## config.mk

```make
export PLATFORM = sky130hd
export DESIGN_NAME = range_to_ternary_prefix_split
export DESIGN_NICKNAME = d
export VERILOG_FILES = /design/src/rtps_pkg.sv /design/src/rtps_dp.sv /design/src/rtps_ctrl.sv /design/src/range_to_ternary_prefix_split.sv
export SDC_FILE = /design/constraint.sdc
export NUM_CORES = 1
export LEC_CHECK = 0
export BUFFER_PORTS_ARGS = -buffer_cell sky130_fd_sc_hd__buf_2
export CAP_MARGIN = 20
export CORE_ASPECT_RATIO = 0.9
export CORE_MARGIN = 2
export CORE_UTILIZATION = 55
export CTS_CLUSTER_DIAMETER = 50
export DETAILED_ROUTE_END_ITERATION = 10
export GPL_TIMING_DRIVEN = 0
export PLACE_DENSITY = 0.79
export SLEW_MARGIN = 15
export SYNTH_ARGS = -nofsm -noshare
export SYNTH_HDL_FRONTEND = slang
export SYNTH_SLANG_ARGS = --single-unit
```

## constraint.sdc

```tcl
create_clock -name clk -period 5.2 [get_ports clk]
set_clock_uncertainty 0.05 [all_clocks]
set_input_delay 0.26 -clock clk [delete_from_list [all_inputs] [get_ports clk]]
set_output_delay 0.26 -clock clk [all_outputs]
set_load 0.01 [all_outputs]
```

## src/rtps_pkg.sv

```systemverilog
`default_nettype none
package rtps_pkg;

	localparam int WIDTH_DEF = 16;

	// controller to datapath
	typedef struct packed {
		logic load;        // capture bounds, start at lower
		logic emit_block;  // register the current block, advance start
		logic emit_err;    // register the error beat
	} cmd_t;

	// datapath to controller
	typedef struct packed {
		logic bad;   // start past upper: only seen right after load when upper < lower
		logic last;  // current block ends exactly at upper
	} status_t;

endpackage
`default_nettype wire

```

## src/rtps_dp.sv

```systemverilog
`default_nettype none
module rtps_dp #(
	parameter int WIDTH = rtps_pkg::WIDTH_DEF
) (
	input  wire                   clk,
	input  wire  [WIDTH-1:0]      lower_bound,
	input  wire  [WIDTH-1:0]      upper_bound,
	input  wire  rtps_pkg::cmd_t  cmd,
	output rtps_pkg::status_t     status,
	output logic [WIDTH-1:0]      base_value,
	output logic [WIDTH-1:0]      dont_care_mask,
	output logic                  last_block,
	output logic                  range_error
);

	logic [WIDTH:0]   start_q;
	logic [WIDTH-1:0] upper_q;
	logic [WIDTH-1:0] base_q;
	logic [WIDTH-1:0] mask_q;
	logic             last_q;
	logic             err_q;

	logic [WIDTH-1:0] start_lo;
	logic [WIDTH-1:0] align_mask;
	logic [WIDTH:0]   span_len;
	logic [WIDTH:0]   span_smear;
	logic [WIDTH-1:0] size_mask;
	logic [WIDTH-1:0] blk_mask;
	logic [WIDTH-1:0] blk_end;

	assign start_lo = start_q[WIDTH-1:0];

	always_comb begin
		// low bits below the lowest set bit of start; all ones when start is zero
		align_mask = (start_lo & (~start_lo + 1'b1)) - 1'b1;
		span_len   = {1'b0, upper_q} - {1'b0, start_lo} + 1'b1;
		span_smear = span_len;
		for (int i = 1; i <= WIDTH; i = i * 2) begin
			span_smear = span_smear | (span_smear >> i);
		end
		// largest 2^k - 1 with 2^k not above the span length
		size_mask = span_smear[WIDTH:1];
		blk_mask  = align_mask & size_mask;
		// start is aligned, so the end is an OR
		blk_end   = start_lo | blk_mask;
	end

	assign status.bad  = (start_q > {1'b0, upper_q});
	assign status.last = (blk_end == upper_q);

	always_ff @(posedge clk) begin
		if (cmd.load) begin
			start_q <= {1'b0, lower_bound};
			upper_q <= upper_bound;
		end else if (cmd.emit_block) begin
			start_q <= {1'b0, blk_end} + 1'b1;
		end
		if (cmd.emit_block) begin
			base_q <= start_lo;
			mask_q <= blk_mask;
			last_q <= status.last;
			err_q  <= 1'b0;
		end else if (cmd.emit_err) begin
			base_q <= '0;
			mask_q <= '0;
			last_q <= 1'b0;
			err_q  <= 1'b1;
		end
	end

	assign base_value     = base_q;
	assign dont_care_mask = mask_q;
	assign last_block     = last_q;
	assign range_error    = err_q;

endmodule
`default_nettype wire

```

## src/rtps_ctrl.sv

```systemverilog
`default_nettype none
module rtps_ctrl (
	input  wire                 clk,
	input  wire                 arst_n,
	input  wire                 in_valid,
	output logic                in_ready,
	output logic                out_valid,
	input  wire                 out_ready,
	output rtps_pkg::cmd_t      cmd,
	input  rtps_pkg::status_t   status
);

	typedef enum logic {
		ST_IDLE,
		ST_SPLIT
	} state_t;

	state_t state_q;
	logic   out_valid_q;
	logic   out_free;

	assign out_free  = !out_valid_q || out_ready;
	assign in_ready  = (state_q == ST_IDLE);
	assign out_valid = out_valid_q;

	always_comb begin
		cmd.load       = in_valid && in_ready;
		cmd.emit_block = (state_q == ST_SPLIT) && out_free && !status.bad;
		cmd.emit_err   = (state_q == ST_SPLIT) && out_free && status.bad;
	end

	always_ff @(posedge clk or negedge arst_n) begin
		if (!arst_n) begin
			state_q     <= ST_IDLE;
			out_valid_q <= 1'b0;
		end else begin
			case (state_q)
				ST_IDLE: begin
					if (out_ready) out_valid_q <= 1'b0;
					if (in_valid) state_q <= ST_SPLIT;
				end
				ST_SPLIT: begin
					if (out_free) begin
						out_valid_q <= 1'b1;
						// error beat or final block ends the range
						if (status.bad || status.last) state_q <= ST_IDLE;
					end
				end
				default: begin
					state_q     <= ST_IDLE;
					out_valid_q <= 1'b0;
				end
			endcase
		end
	end

endmodule
`default_nettype wire

```

## src/range_to_ternary_prefix_split.sv

```systemverilog
// The input beat loads the bounds and enters the split state; each block is then registered
// into the output. Throughput: one block per cycle while the output is not stalled; a range
// yields at most 2*WIDTH-2 blocks (30 at WIDTH 16) and holds off the input until it is done.
// The block-size step (span subtract, bit smear, end compare) sets the per-block cycle.
// Reset: arst_n clears the controller and output valid; bound and result registers
// are not reset.
`default_nettype none
module range_to_ternary_prefix_split #(
	parameter int WIDTH = rtps_pkg::WIDTH_DEF
) (
	input  wire                              clk,
	input  wire                              arst_n,
	input  wire                              s_tvalid,
	output logic                             s_tready,
	// lower_bound, upper_bound
	input  wire  [((2*WIDTH+7)/8)*8-1:0]     s_tdata,
	output logic                             m_tvalid,
	input  wire                              m_tready,
	// base_value, dont_care_mask
	output logic [((2*WIDTH+7)/8)*8-1:0]     m_tdata,
	output logic                             m_tlast,
	// range_error
	output logic [0:0]                       m_tuser
);

	localparam int DATA_W = ((2*WIDTH+7)/8)*8;

	rtps_pkg::cmd_t    cmd;
	rtps_pkg::status_t status;
	logic [WIDTH-1:0]  base_value;
	logic [WIDTH-1:0]  dont_care_mask;
	logic              last_block;
	logic              range_error;

	rtps_ctrl u_ctrl (
		.clk       (clk),
		.arst_n    (arst_n),
		.in_valid  (s_tvalid),
		.in_ready  (s_tready),
		.out_valid (m_tvalid),
		.out_ready (m_tready),
		.cmd       (cmd),
		.status    (status)
	);

	rtps_dp #(.WIDTH(WIDTH)) u_dp (
		.clk            (clk),
		.lower_bound    (s_tdata[WIDTH-1:0]),
		.upper_bound    (s_tdata[2*WIDTH-1:WIDTH]),
		.cmd            (cmd),
		.status         (status),
		.base_value     (base_value),
		.dont_care_mask (dont_care_mask),
		.last_block     (last_block),
		.range_error    (range_error)
	);

	assign m_tdata = DATA_W'({dont_care_mask, base_value});
	assign m_tlast = last_block;
	assign m_tuser = range_error;

endmodule
`default_nettype wire

```

==> results.ini, run 1 <==
[outcome]
outcome=complete, no violations

[critical_path]
critPathRequiredTime_ns=5.22
reg2regPathDepth=19
arrival_ns=5.02
crit_chain=inv_1, ha_1, ha_1, clkbuf_1, o21ai_0, o21ai_1, nand4_1, a21boi_1, a2bb2oi_2, a41oi_2, nor2_1, inv_1, ha_1, and2_1, nand2_1, nor4_4, buf_4, xor2_1, a21oi_1
criticalPathCategory=register to register
cp_max_fo=8
critPathMaxStageDelay_ns=0.52
end_kind=register
cpMaxStageDelayCell=edfxtp_1
start_kind=register
critPathMostFrequentCell=ha_1

[clocking]
cts_root_buf=clkbuf_16
clock-sinks=69
numCtsBuffers=9
ctsHtreeMaxLevel=3
path_clk_slew_ns=0.06
insertion_delay_ns=0.34
cts_buffer_depth=2
cts_tree=yes

[place]
port_buffers=71
place_area_um2=6300
dpl.hpwl_um=15100
post-place-cells=844
gp_congestion=1.05

[finish]
area_growth_pct=17.4
multi_input_area_um2=3620
antennaDiodeCount=0
ff_latch_area_um2=2040
nets=818
drive_above_1_share=0.189
nFillCells=868
final_cell_area_um2=6790
final_util=0.662
finalNonFillerCells=869

[min_path]
min_path_cells=1
min_path_type=input pin to register

[routing]
ant_nets=0
dr.pass1.iters=5
wl_per_cell_um=22.6
wirelength_um=19600
wl_met1_um=8130
dr_wl_met3_um=1750
drc_errors=0
first_iter_violations=625
maxUsedRoutingLayer=met4
vias=5686
vias_per_cell=6.54
met2_length_um=9390

[synth]
syn_area_per_cell_um2=8.98
synthTopCellsByArea=edfxtp_1 34%, ha_1 9.7%, nor2_1 4.9%, nand2_1 3.3%, a21oi_1 2.9%
synthArstFlopShare=0.0290
yosysWarnings=0
yosys.area.top_type=edfxtp_1
netlist_instances=644
ys.flop_type=edfxtp_1
ys_ff_latch=69
syn_nets=727
syn-cell-area_um2=5780
synth_cell_types=81
seq_area_frac_synth=0.353
synth_top_area_frac=0.338
synth-edff-count=65

[global_routing]
antenna_found_initial=0
grt_pass1_vias=5426
grt_max_degree=39
grt.overflow.total=0
grtUsageTotal=0.348
grt_first_pass_wirelength_um=30100

[power]
p_per_area_nw_per_um2=777
p_leak_nw=2.74
ir_drop_mv=0.485

[floorplan]
initial_core_util=0.564
row_count=35
dieArea_um2=11400
ioPinCount=72
core_um2=10200
die_width_um=112
dieHeight_um=101

[sta]
slew_violations=0
hold_viol_final=0
max_freq_mhz=200
fin_crit_ns=5.00
finalSetupViolCount=0
setup_tns_ns=0
worst_slew_pin_slew_ns=0.811
grt_setup_unrepaired=true
finalCritPeriodShare=0.961
slew_headroom=0.459

[flow_run]
drv_cap=0

-- power breakdown --
part,internal (mW),switching (mW)
sequential,0.884,0.187
combinational,1.20,2.37
clock,0.388,0.249
-- critical path: cells and delay by family (launching register included) --
family	cells	cell delay (ns)
compound gates	6	1.75
xor+xnor	1	0.16
fa+ha+maj	3	0.71
buf+inv	4	0.73
flops	1	0.52
simple gates	5	0.82
-- flip-flops by register name, summed over array words and instances (netlist names) --
| register | flops |
|---|---|
| u_dp.start_q | 17 |
| u_dp.range_error | 1 |
| u_dp.last_block | 1 |
| u_dp.dont_care_mask | 16 |
| u_dp.upper_q | 16 |
| u_ctrl.state_q | 1 |
| u_dp.base_value | 16 |
| u_ctrl.out_valid | 1 |
-- metal layers --
| metal | vias to the layer above | track usage |
|---|---|---|
| li1 | 2645 | - |
| met1 | 2698 | 0.471 |
| met2 | 314 | 0.582 |
| met3 | 29 | 0.0610 |
| met4 | 0 | 0.0994 |
| met5 | - | 0 |
-- area by class of cell --
type,count,share of cell area
multi-input combinational,516,0.533
sequential,69,0.301
timing repair buffer,80,0.0627
clock buffer,10,0.0352
inverter,42,0.0238
tap,129,0.0238
buffer,17,0.0103
clock inverter,6,0.0101
-- synthesized netlist by cell type (8+ instances only) --
master	n
o21ai_0	25
ha_1	45
o22ai_1	11
nor3_1	31
a21oi_1	33
edfxtp_1	65
and2_1	11
nand3_1	15
clkbuf_1	13
o21a_1	8
a211oi_1	8
nand2_1	51
nand4_1	13
and3_1	9
nor4_1	12
nand2b_1	12
nor2_1	75
xnor2_1	8
xor2_1	14
inv_1	40
-- cell usage in the layout (no fill, tap or decap), drive strengths merged, types with 6 or more instances in the layout --
cell,instances
or3,6
o21a,8
inv,42
nand2,51
a31oi,7
xnor2,8
and3,9
a221oi,6
o31ai,9
o211ai,9
nand3,16
nor4,14
and2,11
nor3,32
o22ai,12
nand2b,12
and4,6
xor2,14
nand4,13
nor2,75
o21ai,26
a21oi,33
a211oi,9
buf,83
clkbuf,23
edfxtp,65
ha,45
-- path summary, 6_finish.rpt --
kind                                  start               end  slack, ns
max                         u_dp.start_q[4]   u_dp.start_q[8]       0.20
min                             s_tdata[23]   u_dp.upper_q[7]       0.04
max reg2reg                 u_dp.start_q[4]   u_dp.start_q[8]       0.20
min reg2reg                u_dp.start_q[16]  u_dp.start_q[16]       0.44
max in group asynchronous            arst_n    u_ctrl.state_q       4.77
min in group asynchronous            arst_n  u_ctrl.out_valid       0.23
-- stage by stage --
step	hold slack [ns]	setup slack [ns]	total power [mW]
2_1_floorplan	-0.0856	0.879	3.32
3_3_place_gp	-0.00468	-0.195	4.23
3_5_place_dp	0.00199	-0.344	4.34
4_1_cts	0.0385	-0.0409	5.05
5_1_grt	0.0341	-0.00677	5.61
6_report	0.0401	0.203	5.28
-- cell families (layout without fill, tap and decap cells) --
family,Yosys count,count (layout),synth area share
adders and majority gates,48,48,0.106
muxes,6,6,0.0108
and+or+nand+nor,274,274,0.248
xor gates and xnor gates,22,22,0.0333
buffers and inverters,59,155,0.0392
DFF,69,69,0.353
AOI/OAI and AO/OA,166,166,0.209
-- repair_timing --
action	4_1_cts	5_1_grt
pin swaps	1	3
hold endpoints to repair	2	0
hold buffers	1	0
setup buffers	1	7
gates resized for setup	5	14
endpoints found under the setup margin	11	15
Note: power is estimated with default switching activity, not from simulation.
==> run 2, diff against run 1 <==
--- a/config.mk
+++ b/config.mk
@@ -13,8 +13,9 @@
 export CTS_CLUSTER_DIAMETER = 50
 export DETAILED_ROUTE_END_ITERATION = 10
 export GPL_TIMING_DRIVEN = 0
-export PLACE_DENSITY = 0.79
+export PLACE_DENSITY = 0.8
 export SLEW_MARGIN = 15
 export SYNTH_ARGS = -nofsm -noshare
 export SYNTH_HDL_FRONTEND = slang
+export SYNTH_HIERARCHICAL = 1
 export SYNTH_SLANG_ARGS = --single-unit
==> results.ini, run 2 <==
[outcome]
outcome=complete, no violations  ; unchanged

[sta]
slew_headroom=0.316  ; was 0.459
hold_viol_final=0  ; unchanged
fin_crit_ns=4.98  ; was 5.00 ns
worst_slew_pin_slew_ns=1.03  ; was 0.811 ns
slew_violations=0  ; unchanged
finalCritPeriodShare=0.958  ; was 0.961
max_freq_mhz=201  ; was 200 MHz
grt_setup_unrepaired=true  ; unchanged
fin_ws_ns=0.218  ; was 0.203 ns
finalSetupViolCount=0  ; unchanged
fin_hold_ws_ns=0.0262  ; was 0.0401 ns

[finish]
drive_above_1_share=0.207  ; was 0.189
mostFrequentLayoutCell=buf_2
nets=709  ; was 818
final_util=0.663  ; was 0.662
final_cell_mix=71 x buf_2, 65 x edfxtp_1, 44 x ha_1  ; was 75 x nor2_1, 75 x buf_2, 65 x edfxtp_1
area_growth_pct=16.2  ; was 17.4%
regMostFlops=u_dp/start_q  ; was u_dp.start_q
final_cell_area_um2=6070  ; was 6790 µm²
largest_reg_flops=17  ; unchanged
antennaDiodeCount=0  ; unchanged
nFillCells=796  ; was 868

[synth]
netlist_instances=540  ; was 644
synth_cell_types=77  ; was 81
yosysWarnings=6  ; was 0
synthTopCellsByArea=edfxtp_1 37%, ha_1 11%, xnor2_1 3.7%, inv_1 2.9%, and2_1 2.9%  ; was edfxtp_1 34%, ha_1 9.7%, nor2_1 4.9%, nand2_1 3.3%, a21oi_1 2.9%
synth-edff-count=65  ; unchanged
syn-cell-area_um2=5230  ; was 5780 µm²
ys.flop_type=edfxtp_1  ; unchanged
ys_top_cells_by_count=65 x edfxtp_1, 44 x ha_1, 41 x inv_1  ; was 75 x nor2_1, 65 x edfxtp_1, 51 x nand2_1
syn_nets=622  ; was 727
ys_ff_latch=69  ; unchanged
syn_area_per_cell_um2=9.68  ; was 8.98 µm²
synthArstFlopShare=0.0290  ; unchanged
synth_top_area_frac=0.373  ; was 0.338
yosys.area.top_type=edfxtp_1  ; unchanged
seq_area_frac_synth=0.391  ; was 0.353
yosysMostFrequentCell=edfxtp_1  ; was nor2_1

[flow_run]
drv_cap=0  ; unchanged

[clocking]
insertion_delay_ns=0.35  ; was 0.34 ns
cts_root_buf=clkbuf_8  ; was clkbuf_16
ctsHtreeMaxLevel=3  ; unchanged
path_clk_slew_ns=0.08  ; was 0.06 ns
cts_tree=yes  ; unchanged
cts_buffer_depth=2  ; unchanged
clock-sinks=69  ; unchanged
numCtsBuffers=9  ; unchanged

[place]
gp_congestion=0.976  ; was 1.05
port_buffers=71  ; unchanged
place_area_um2=5740  ; was 6300 µm²
dpl.hpwl_um=11100  ; was 15,100 µm
place_ws_ns=-0.483  ; was -0.344 ns

[routing]
dr.pass1.iters=4  ; was 5
vias_per_cell=6.08  ; was 6.54
ant_nets=0  ; unchanged
drc_errors=0  ; unchanged
vias=4586  ; was 5,686
wl_per_cell_um=19.8  ; was 22.6 µm
first_iter_violations=248  ; was 625
wirelength_um=14900  ; was 19,600 µm

[floorplan]
core_um2=9170  ; was 10,200 µm²
dieHeight_um=96.5  ; was 101 µm
initial_core_util=0.570  ; was 0.564
ioPinCount=72  ; unchanged
dieArea_um2=10300  ; was 11,400 µm²
row_count=33  ; was 35
die_width_um=107  ; was 112 µm

[global_routing]
busiest_layer=met2  ; unchanged
grtUsageTotal=0.293  ; was 0.348
grt_max_degree=34  ; was 39
antenna_found_initial=0  ; unchanged
grt.overflow.total=0  ; unchanged
grt_first_pass_wirelength_um=22800  ; was 30,100 µm
grt.met2_usage=0.524  ; was 0.582
grtUsageMet1=0.361  ; was 0.471
grt_util_met3=0.0510  ; was 0.0610
grt_pass1_vias=4511  ; was 5,426

[critical_path]
reg2regPathDepth=16  ; was 19
r2r_end=u_dp/start_q[14]  ; was u_dp.start_q[8]
cpMaxStageDelayCell=edfxtp_1  ; unchanged
cp_max_fo=7  ; was 8
critPathRequiredTime_ns=5.24  ; was 5.22 ns
start_kind=register  ; unchanged
criticalPathCategory=register to register  ; unchanged
critPathMaxStageDelay_ns=0.50  ; was 0.52 ns
reg2reg_slack_ns=0.22  ; was 0.20 ns
crit_chain=inv_1, ha_1, ha_1, a31o_4, and2_4, a221o_1, a311o_1, a211oi_4, nand4b_4, nor4_4, o21bai_1, ha_1, o211ai_1, and4b_1, xor2_1, o21ai_0  ; was inv_1, ha_1, ha_1, clkbuf_1, o21ai_0, o21ai_1, nand4_1, a21boi_1, a2bb2oi_2, a41oi_2, nor2_1, inv_1, ha_1, and2_1, nand2_1, nor4_4, buf_4, xor2_1, a21oi_1
arrival_ns=5.02  ; about the same
crit_end=u_dp/start_q[14]  ; was u_dp.start_q[8]
r2r_start=u_dp/start_q[10]  ; was u_dp.start_q[4]
crit_start=u_dp/start_q[10]  ; was u_dp.start_q[4]
end_kind=register  ; unchanged
critPathMostFrequentCell=ha_1  ; unchanged

[min_path]
min_path_type=input pin to register  ; unchanged

[power]
power.total_mw=4.53  ; was 5.28 mW
p_leak_nw=2.59  ; was 2.74 nW
p_per_area_nw_per_um2=745  ; was 777 nW/µm²
ir_drop_mv=0.370  ; was 0.485 mV

[run 2: cell families after synthesis]
| kind of cell | count (synthesis) | share of synthesized area |
|---|---|---|
| buffers and inverters | 55 | 0.0440 |
| xor gates and xnor gates | 38 | 0.0636 |
| and+or+nand+nor | 192 | 0.198 |
| muxes | 3 | 0.00622 |
| adders and majority gates | 48 | 0.117 |
| DFF | 69 | 0.391 |
| AOI/OAI and AO/OA | 135 | 0.180 |
[run 2: per-layer routing]
| layer | wire length, µm | up-vias |
|---|---|---|
| met5 | 0 | - |
| met4 | 301 | 0 |
| met3 | 721 | 21 |
| met2 | 7400 | 137 |
| met1 | 6510 | 2253 |
| li1 | - | 2175 |
[run 2: cell type report]
type | instances | area (µm²) | share of cell area
Buffer | 11 | 67.6 | 0.0111
Clock buffer | 12 | 135 | 0.0222
Clock inverter | 4 | 26.3 | 0.00433
Inverter | 41 | 154 | 0.0253
Multi-Input combinational cell | 416 | 3080 | 0.507
Sequential cell | 69 | 2040 | 0.336
Tap cell | 122 | 153 | 0.0251
Timing Repair Buffer | 79 | 418 | 0.0688
[run 2: how the worst min path moves through the flow]
stage / from / to / depth (start not counted)
global route: s_tdata[22] / u_dp/upper_q[6] / 1
floorplan: arst_n / u_ctrl/out_valid / 0
detailed placement: arst_n / u_ctrl/state_q / 1
finish: s_tdata[23] / u_dp/upper_q[7] / 1
CTS: s_tdata[19] / u_dp/upper_q[3] / 1
global placement: arst_n / u_ctrl/out_valid / 1
[run 2: repair_timing]
action	CTS	global route
gates resized for setup	12	11
pin swaps	0	3
setup buffers	2	5
setup endpoints to repair	51	64
endpoints found under the hold margin	2	0
hold buffers	1	0
[run 2: worst max-delay path, delay by kind of cell, from the launching register on]
family,cells,cell delay [ns]
buffers and inverters,1,0.17
flip-flops,1,0.50
adder cells (fa/ha/maj),3,1.02
AO/OA/AOI/OAI,7,1.76
AND/OR/NAND/NOR,4,1.09
XOR/XNOR,1,0.13
[run 2: power breakdown]
part           switching (mW)  leakage (nW)  internal (mW)
sequential              0.185         0.668          0.957
clock                   0.212        0.0803          0.173
combinational            1.90          1.84           1.10
total                    2.29          2.59           2.23
[run 2: metrics by stage]
stage | instances | setup TNS [ns]
after global routing | 754 | -0.107
after CTS | 751 | 0
after global placement | 733 | -3.84
final | 754 | 0
after floorplan | 540 | 0
after detailed placement | 733 | -4.68
